--- src/hw/rtl/slm_pkg.sv ---
// Package for the sorted list merge block: word types, opcodes, command and
// state encodings shared by the front, the command queue, the back and the checker.
// Depends on nothing.
package slm_pkg;

    // Default store depth and command queue depth (the queue depth is a power of two).
    localparam int unsigned LIST_DEPTH_DEF = 32;
    localparam int unsigned CMD_DEPTH      = 4;
    localparam int unsigned VALUE_W        = 32;

    // Opcodes carried on the input word.
    localparam logic [1:0] OP_PUSH_FIRST  = 2'd0;
    localparam logic [1:0] OP_PUSH_SECOND = 2'd1;
    localparam logic [1:0] OP_MERGE       = 2'd2;
    localparam logic [1:0] OP_UNUSED      = 2'd3;

    // Input word.
    typedef struct packed {
        logic [1:0]                 opcode;
        logic signed [VALUE_W-1:0]  value;
    } item_t;

    // Result word.
    typedef struct packed {
        logic signed [VALUE_W-1:0]  merged_value;
        logic                       last;
        logic                       empty_res;
    } result_t;

    // Commands passed from the front to the back.
    typedef enum logic [1:0] {
        CMD_PUSH_FIRST,
        CMD_PUSH_SECOND,
        CMD_MERGE
    } cmd_kind_t;

    typedef struct packed {
        cmd_kind_t                  kind;
        logic signed [VALUE_W-1:0]  value;
    } cmd_t;

    // Back end sequencer states.
    typedef enum logic [1:0] {
        BK_IDLE,
        BK_MERGE,
        BK_EMPTY
    } back_state_t;

endpackage

--- src/hw/rtl/slm_front.sv ---
// Front of the sorted list merge block: accepts input words and classifies them
// into commands for the command queue. Unused opcodes are taken and discarded.
// Depends on slm_pkg.
module slm_front
    import slm_pkg::*;
(
    input  logic  push,
    input  item_t item,
    input  logic  q_full,
    output logic  full,
    output logic  q_push,
    output cmd_t  q_cmd
);

    // Opcode decode; an unused opcode is accepted but never queued.
    always_comb
    begin
        full        = q_full;
        q_push      = 1'b0;
        q_cmd.kind  = CMD_MERGE;
        q_cmd.value = item.value;
        unique case (item.opcode)
            OP_PUSH_FIRST:
            begin
                q_cmd.kind = CMD_PUSH_FIRST;
                q_push     = push && !q_full;
            end
            OP_PUSH_SECOND:
            begin
                q_cmd.kind = CMD_PUSH_SECOND;
                q_push     = push && !q_full;
            end
            OP_MERGE:
            begin
                q_cmd.kind = CMD_MERGE;
                q_push     = push && !q_full;
            end
            default:
            begin
                q_push = 1'b0;
            end
        endcase
    end

endmodule

--- src/hw/rtl/slm_cmd_fifo.sv ---
// Command queue of the sorted list merge block: a short first-in first-out
// buffer that decouples the front from the back.
// Depends on slm_pkg.
module slm_cmd_fifo
    import slm_pkg::*;
(
    input  logic clk,
    input  logic rst_n,
    input  logic wr_en,
    input  cmd_t wr_cmd,
    output logic full,
    input  logic rd_en,
    output logic valid,
    output cmd_t head
);

    localparam int unsigned PW = (CMD_DEPTH > 1) ? $clog2(CMD_DEPTH) : 1;

    cmd_t          slot_reg [CMD_DEPTH];
    logic [PW-1:0] wr_ptr_reg, wr_ptr_next;
    logic [PW-1:0] rd_ptr_reg, rd_ptr_next;
    logic [PW:0]   count_reg, count_next;
    logic          do_wr, do_rd;

    // Status and head of queue.
    assign full  = (count_reg == (PW+1)'(CMD_DEPTH));
    assign valid = (count_reg != '0);
    assign head  = slot_reg[rd_ptr_reg];
    assign do_wr = wr_en && !full;
    assign do_rd = rd_en && valid;

    // Pointer and fill count update; the depth is a power of two so pointers wrap.
    always_comb
    begin
        wr_ptr_next = do_wr ? wr_ptr_reg + 1'b1 : wr_ptr_reg;
        rd_ptr_next = do_rd ? rd_ptr_reg + 1'b1 : rd_ptr_reg;
        count_next  = count_reg;
        if (do_wr && !do_rd)
        begin
            count_next = count_reg + 1'b1;
        end
        else if (do_rd && !do_wr)
        begin
            count_next = count_reg - 1'b1;
        end
    end

    always_ff @(posedge clk or negedge rst_n)
    begin
        if (!rst_n)
        begin
            wr_ptr_reg <= '0;
            rd_ptr_reg <= '0;
            count_reg  <= '0;
        end
        else
        begin
            wr_ptr_reg <= wr_ptr_next;
            rd_ptr_reg <= rd_ptr_next;
            count_reg  <= count_next;
        end
    end

    // Slot storage needs no reset.
    always_ff @(posedge clk)
    begin
        if (do_wr)
        begin
            slot_reg[wr_ptr_reg] <= wr_cmd;
        end
    end

endmodule

--- src/hw/rtl/slm_back.sv ---
// Back of the sorted list merge block: the two list stores, their fill counts,
// the merge sequencer and the result register. Depends on slm_pkg.
module slm_back
    import slm_pkg::*;
#(
    parameter int unsigned LIST_DEPTH = LIST_DEPTH_DEF
)
(
    input  logic    clk,
    input  logic    rst_n,
    input  logic    cmd_valid,
    input  cmd_t    cmd_head,
    output logic    cmd_pop,
    input  logic    pop,
    output logic    empty,
    output result_t result
);

    localparam int unsigned AW = (LIST_DEPTH > 1) ? $clog2(LIST_DEPTH) : 1;
    localparam int unsigned CW = $clog2(LIST_DEPTH + 1);

    // List stores, read through registered ports.
    logic signed [VALUE_W-1:0] mem_a [LIST_DEPTH];
    logic signed [VALUE_W-1:0] mem_b [LIST_DEPTH];
    logic signed [VALUE_W-1:0] rd_a_reg, rd_b_reg;

    back_state_t   state_reg, state_next;
    logic [CW-1:0] ca_reg, ca_next;
    logic [CW-1:0] cb_reg, cb_next;
    logic [CW-1:0] i_reg, i_next;
    logic [CW-1:0] j_reg, j_next;
    logic [AW-1:0] addr_a, addr_b;
    logic          wr_a, wr_b;

    result_t       out_reg, prod_word;
    logic          out_valid_reg;
    logic          produce, slot_free;

    logic          a_left, b_left, take_first, is_last;
    logic [CW:0]   pos_sum, total;

    assign slot_free = !out_valid_reg || pop;
    assign empty     = !out_valid_reg;
    assign result    = out_reg;

    // Merge decision on the current heads of both lists.
    assign a_left     = (i_reg < ca_reg);
    assign b_left     = (j_reg < cb_reg);
    assign take_first = a_left && (!b_left || (rd_a_reg < rd_b_reg));
    assign pos_sum    = {1'b0, i_reg} + {1'b0, j_reg} + (CW+1)'(1);
    assign total      = {1'b0, ca_reg} + {1'b0, cb_reg};
    assign is_last    = (pos_sum == total);

    // Sequencer: pushes, merge setup in idle, one element per free cycle in merge.
    always_comb
    begin
        state_next = state_reg;
        ca_next    = ca_reg;
        cb_next    = cb_reg;
        i_next     = i_reg;
        j_next     = j_reg;
        cmd_pop    = 1'b0;
        wr_a       = 1'b0;
        wr_b       = 1'b0;
        produce    = 1'b0;
        prod_word  = '0;
        unique case (state_reg)
            BK_IDLE:
            begin
                if (cmd_valid)
                begin
                    cmd_pop = 1'b1;
                    unique case (cmd_head.kind)
                        CMD_PUSH_FIRST:
                        begin
                            if (ca_reg < CW'(LIST_DEPTH))
                            begin
                                wr_a    = 1'b1;
                                ca_next = ca_reg + 1'b1;
                            end
                        end
                        CMD_PUSH_SECOND:
                        begin
                            if (cb_reg < CW'(LIST_DEPTH))
                            begin
                                wr_b    = 1'b1;
                                cb_next = cb_reg + 1'b1;
                            end
                        end
                        default:
                        begin
                            i_next = '0;
                            j_next = '0;
                            if ((ca_reg == '0) && (cb_reg == '0))
                            begin
                                state_next = BK_EMPTY;
                            end
                            else
                            begin
                                state_next = BK_MERGE;
                            end
                        end
                    endcase
                end
            end
            BK_EMPTY:
            begin
                if (slot_free)
                begin
                    produce             = 1'b1;
                    prod_word.last      = 1'b1;
                    prod_word.empty_res = 1'b1;
                    state_next          = BK_IDLE;
                end
            end
            BK_MERGE:
            begin
                if (slot_free)
                begin
                    produce = 1'b1;
                    prod_word.merged_value = take_first ? rd_a_reg : rd_b_reg;
                    prod_word.last         = is_last;
                    if (take_first)
                    begin
                        i_next = i_reg + 1'b1;
                    end
                    else
                    begin
                        j_next = j_reg + 1'b1;
                    end
                    if (is_last)
                    begin
                        ca_next    = '0;
                        cb_next    = '0;
                        state_next = BK_IDLE;
                    end
                end
            end
            default:
            begin
                state_next = BK_IDLE;
            end
        endcase
    end

    // Read addresses follow the next head indexes; past the end they park at zero.
    assign addr_a = (i_next < CW'(LIST_DEPTH)) ? i_next[AW-1:0] : '0;
    assign addr_b = (j_next < CW'(LIST_DEPTH)) ? j_next[AW-1:0] : '0;

    always_ff @(posedge clk or negedge rst_n)
    begin
        if (!rst_n)
        begin
            state_reg     <= BK_IDLE;
            ca_reg        <= '0;
            cb_reg        <= '0;
            i_reg         <= '0;
            j_reg         <= '0;
            out_valid_reg <= 1'b0;
        end
        else
        begin
            state_reg <= state_next;
            ca_reg    <= ca_next;
            cb_reg    <= cb_next;
            i_reg     <= i_next;
            j_reg     <= j_next;
            if (produce)
            begin
                out_valid_reg <= 1'b1;
            end
            else if (pop)
            begin
                out_valid_reg <= 1'b0;
            end
        end
    end

    // Result register holds the oldest waiting word.
    always_ff @(posedge clk)
    begin
        if (produce)
        begin
            out_reg <= prod_word;
        end
    end

    // Store writes and registered reads.
    always_ff @(posedge clk)
    begin
        if (wr_a)
        begin
            mem_a[ca_reg[AW-1:0]] <= cmd_head.value;
        end
        if (wr_b)
        begin
            mem_b[cb_reg[AW-1:0]] <= cmd_head.value;
        end
        rd_a_reg <= mem_a[addr_a];
        rd_b_reg <= mem_b[addr_b];
    end

endmodule

--- src/hw/rtl/sorted_list_merge.sv ---
// Sorted list merge block: two ascending lists of signed 32-bit values are
// loaded one word at a time and merged in ascending order on command.
//
// The input side is a queue: a word is taken when push is high and full is
// low. Opcode 0 appends to the first list, opcode 1 to the second, opcode 2
// merges; opcode 3 is taken and discarded. Appends to a full list are dropped.
// The result side is a queue too: while empty is low the oldest result word
// is on result, and pop takes it.
//
// A four-entry command queue separates the front from the back, so words are
// taken at one per cycle until it fills. A merge primes the store read ports
// and then emits its elements at one result per cycle while the receiver keeps
// taking them; a merge of two empty lists gives one word flagged empty_res.
// Both lists are empty again after a merge. With the queue empty and the back
// idle, the merge word passes through the command queue and the sequencer state
// before the first result word of the merge is registered in the result register.
//
// Reset empties the command queue and the result register and clears the list
// counts; store contents are not cleared. When the receiver stalls, the result
// register holds its word, the merge pauses and the command queue fills up.
module sorted_list_merge
    import slm_pkg::*;
#(
    parameter int unsigned LIST_DEPTH = LIST_DEPTH_DEF
)
(
    input  logic    clk,
    input  logic    rst_n,
    input  logic    push,
    output logic    full,
    input  item_t   item,
    output logic    empty,
    input  logic    pop,
    output result_t result
);

    logic q_full, q_push, q_valid, q_pop;
    cmd_t q_cmd, q_head;

    // Decode of incoming words.
    slm_front u_front (
        .push   (push),
        .item   (item),
        .q_full (q_full),
        .full   (full),
        .q_push (q_push),
        .q_cmd  (q_cmd)
    );

    // Command queue between front and back.
    slm_cmd_fifo u_cmd_fifo (
        .clk    (clk),
        .rst_n  (rst_n),
        .wr_en  (q_push),
        .wr_cmd (q_cmd),
        .full   (q_full),
        .rd_en  (q_pop),
        .valid  (q_valid),
        .head   (q_head)
    );

    // Stores and merge engine.
    slm_back #(
        .LIST_DEPTH (LIST_DEPTH)
    ) u_back (
        .clk       (clk),
        .rst_n     (rst_n),
        .cmd_valid (q_valid),
        .cmd_head  (q_head),
        .cmd_pop   (q_pop),
        .pop       (pop),
        .empty     (empty),
        .result    (result)
    );

endmodule

--- config.mk ---
export PLATFORM = sky130hd
export DESIGN_NAME = sorted_list_merge
export DESIGN_NICKNAME = d
export VERILOG_FILES = /design/src/hw/rtl/slm_pkg.sv /design/src/hw/rtl/slm_front.sv /design/src/hw/rtl/slm_cmd_fifo.sv /design/src/hw/rtl/slm_back.sv /design/src/hw/rtl/sorted_list_merge.sv
export SDC_FILE = /design/constraint.sdc
export NUM_CORES = 2
export LEC_CHECK = 0
export BUFFER_PORTS_ARGS = -buffer_cell sky130_fd_sc_hd__buf_4
export CORE_MARGIN = 5
export CORE_UTILIZATION = 45
export DETAILED_ROUTE_END_ITERATION = 8
export PLACE_DENSITY = 0.57
export SYNTH_ARGS = -nofsm -noshare
export SYNTH_HDL_FRONTEND = slang
export SYNTH_SLANG_ARGS = --single-unit
export TNS_END_PERCENT = 10
--- constraint.sdc ---
create_clock -name clk -period 4.65 [get_ports clk]
set_input_delay 0.465 -clock clk [delete_from_list [all_inputs] [get_ports clk]]
set_output_delay 0.465 -clock clk [all_outputs]
set_load 0.03 [all_outputs]
==> flow_metrics.env <==
export IMPL_status="finished clean"
export IMPL_startpoint="u_back.rd_b_reg[29]"
export IMPL_crit_type="reg2reg"
export IMPL_dr_pass1_iters=6
export IMPL_worstPathArrival_ps=5260
export IMPL_htreeDepth=4
export IMPL_cts_made_buffers=231
export IMPL_area_growth_pct=18.3
export IMPL_cp_data_required_time_ps=5260
export IMPL_cp_start_kind="register"
export IMPL_synth_largest_area_cell="edfxtp_1"
export IMPL_ff2ff_setup_slack_ps=7
export IMPL_worstReg2RegEnd="u_back.rd_b_reg[31]"
export IMPL_vias=54100
export IMPL_track_usage_pct=25.6
export IMPL_grt_max_degree=74
export IMPL_die_area_um2=213000
export IMPL_slowest_stage="dfxtp_1"
export IMPL_synth_seq_cells=2316
export IMPL_critPathMaxFanout=33
export IMPL_hold_viol_final=0
export IMPL_die_w_um=461
export IMPL_path_buf_inv=7
export IMPL_cp_cell_sequence="inv_1, ha_1, nand4_1, nor3_2, buf_4, o311ai_2, buf_12, a2111oi_0, buf_4, nor3_1, nor3b_2, buf_4, nand2_4, buf_12, buf_12, a221o_1, nand3_1, nand4_1"
export IMPL_dp_hpwl_um=164000
export IMPL_finalSetupViolCount=0
export IMPL_worst_slew_pin_slew_ps=1340
export IMPL_routed_wl_um=276000
export IMPL_cp_num_cells=18
export IMPL_drt_iter0_markers=5460
export IMPL_end_kind="register"
export IMPL_endpoint="u_back.rd_b_reg[31]"
export IMPL_syn_nets=5760
export IMPL_rr_worst_depth=18
export IMPL_cpPeakStageDelay_ps=530
export IMPL_cts_tree="done"
export IMPL_hold_path_class="in2async"
export IMPL_drc=0
export IMPL_holdWs_ps=105
export IMPL_ant_nets=0
export IMPL_fmax_ghz=0.215
export IMPL_fin_crit_ps=4640
export IMPL_vias_per_cell=5.99
export IMPL_fin_worst_skew_ps=56.3
export IMPL_netlist_instances=5648
export IMPL_synthTopCellsByArea="edfxtp_1 (73%), mux2i_1 (5.8%), nand2_1 (2.4%)"
export IMPL_die_h_um=461
export IMPL_yosys_warnings=0
export IMPL_rsz0062_at_grt="yes"
export IMPL_rows=165
export IMPL_period_share_pct=99.8
export IMPL_layout_nets=6273
export IMPL_slew_viol_final=0
export IMPL_ys_flop_type="edfxtp_1"
export IMPL_seq_area_frac_synth_pct=75.0
export IMPL_cts_buffer_depth=3
export IMPL_crit_family="simple AND/OR/NAND/NOR gates"
export IMPL_max_slew_margin_rel_pct=10.8
export IMPL_antenna_found_initial=10
export IMPL_start_util_pct=45.3
export IMPL_synthArstFlopShare_pct=1.47
export IMPL_maxCapViolCount=0
export IMPL_wl_per_cell_um=30.5
export IMPL_r2r_start="u_back.rd_b_reg[29]"
export IMPL_synth_edf_count=2218
export IMPL_grt_pass1_wl_um=392000
export IMPL_synth_top_area_share_pct=72.6
export IMPL_gr_total_overflow=0
export IMPL_yosysUniqueCellTypes=77
export IMPL_clk_root_buffer_cell="clkbuf_16"
export IMPL_gp_congestion=0.837
export IMPL_clock_sinks=2316
export IMPL_core_area_um2=203000
export IMPL_cts_clk_slew_worst_paths_ps=60
export IMPL_drive_gt1_share_pct=18.4
export IMPL_syn_area_um2=91700
export IMPL_clock_latency_ps=890
export IMPL_synth_area_per_cell_um2=16.2
export IMPL_boundaryPins=74
export IMPL_port_buffer_count=73
export IMPL_grt_pass1_vias=53700
==> stage by stage <==
step	cell area, µm²	std cells	setup slack [ps]	TNS [ps]	util (%)
6_report	108000	9040	7.31	0	53.6
5_1_grt	108000	9038	-86.0	-86.0	53.6
4_1_cts	108000	9031	14.9	0	53.5
3_5_place_dp	100000	8558	-285	-1360	49.5
3_3_place_gp	100000	8558	-317	-1930	49.5
2_1_floorplan	91700	5648	1080	0	-
==> cells by family (layout without fill, tap and decap cells) <==
logic type,after synthesis,after routing,synth area share (%)
flip-flops,2316,2316,75.0
other,0,2,0
AO/OA/AOI/OAI,1000,1000,8.39
multiplexers,638,638,7.52
buffers and inverters,432,1150,2.04
XOR/XNOR,29,29,0.292
AND/OR/NAND/NOR,1159,1159,5.76
adder cells (fa/ha/maj),74,74,1.03
==> routing by layer <==
metal | part of all wire (%) | GRT usage (%)
met5 | 0 | 0
met4 | 4.5 | 10.3
met3 | 6.5 | 3.58
met2 | 48 | 42.3
met1 | 41 | 34.4
==> synth_stat cells (5+ instances only) <==
cell type and number:
o22ai_1 65, buf_2 109, o221ai_1 127, buf_4 28, a32oi_1 57, a21o_1 60, a31oi_1 6, edfxtp_1 2218
nor2b_1 36, and3_1 8, dfrtp_1 34, nand4_1 50, o311a_1 6, dfxtp_1 64, xnor2_1 21, o2111ai_1 36
mux4_2 34, a221oi_1 38, o2bb2ai_1 125, and2_1 38, clkbuf_1 177, a2111oi_0 65, nor2_1 103, a21oi_1 206
nand2_1 575, mux2i_1 535, o211ai_1 7, nand3_1 237, o21ai_1 7, xor2_1 7, nor3_1 10, buf_1 50
mux2_2 69, a211oi_1 35, a2bb2oi_1 32, ha_1 71, or3_1 66, a211o_1 6, inv_1 62, nand2b_1 10
and2_0 6, a221o_1 63, o21ai_0 26, nor3b_1 5
==> worst register-to-register path, delay by kind of cell, from the launching register on <==
| family | cells | cell delay (ps) |
|---|---|---|
| flip-flops | 1 | 530 |
| buffers and inverters | 7 | 1260 |
| AND/OR/NAND/NOR | 7 | 1350 |
| AO/OA/AOI/OAI | 3 | 920 |
| adder cells (fa/ha/maj) | 1 | 330 |
==> layout make-up <==
class | instances | area [µm²]
clock buffers | 311 | 6280
repair buffers | 645 | 6670
multi-input cells | 2900 | 21800
diodes | 2 | 5.00
fillers | 16100 | 94100
clock inverters | 127 | 1350
flip-flops and latches | 2316 | 68700
well taps | 2672 | 3340
inverters | 67 | 259
==> how the worst min path moves through the flow <==
stage,from,to,slack [ps]
after floorplan,rst_n,u_back.ca_reg[0],170
after CTS,rst_n,u_cmd_fifo.rd_ptr_reg[0],60
final,rst_n,u_cmd_fifo.wr_ptr_reg[1],100
after global placement,rst_n,u_cmd_fifo.wr_ptr_reg[1],470
after global routing,push,u_cmd_fifo.wr_ptr_reg[0],110
after detailed placement,rst_n,u_cmd_fifo.wr_ptr_reg[1],470
==> cells in the final DEF, fill, tap and decap left out, types with 47 or more instances in the layout <==
cell,n
clkinv_2,47
ha_1,71
nand3_1,237
a2111oi_0,63
o221ai_1,127
clkbuf_16,231
dfxtp_1,57
nor2_4,68
nand4_1,50
buf_12,139
edfxtp_1,2218
a21oi_1,205
a221o_1,63
mux2_2,69
or3_1,64
o2bb2ai_1,125
a32oi_1,50
a21o_1,59
clkbuf_1,60
buf_4,471
o22ai_1,65
inv_1,60
mux2i_1,535
nand2_1,572
==> what timing repair did <==
| action | 4_1_cts | 5_1_grt |
|---|---|---|
| buffers inserted | 0 | 7 |
| endpoints found under the hold margin | 170 | 0 |
| endpoints found under the setup margin | 12 | 18 |
| gates cloned | 0 | 0 |
| pin swaps | 0 | 4 |
| gates resized for setup | 9 | 15 |
| hold buffers | 35 | 0 |
Power is not shown: default switching activity piles up to over one toggle a cycle in this logic, so the estimate is an artifact.
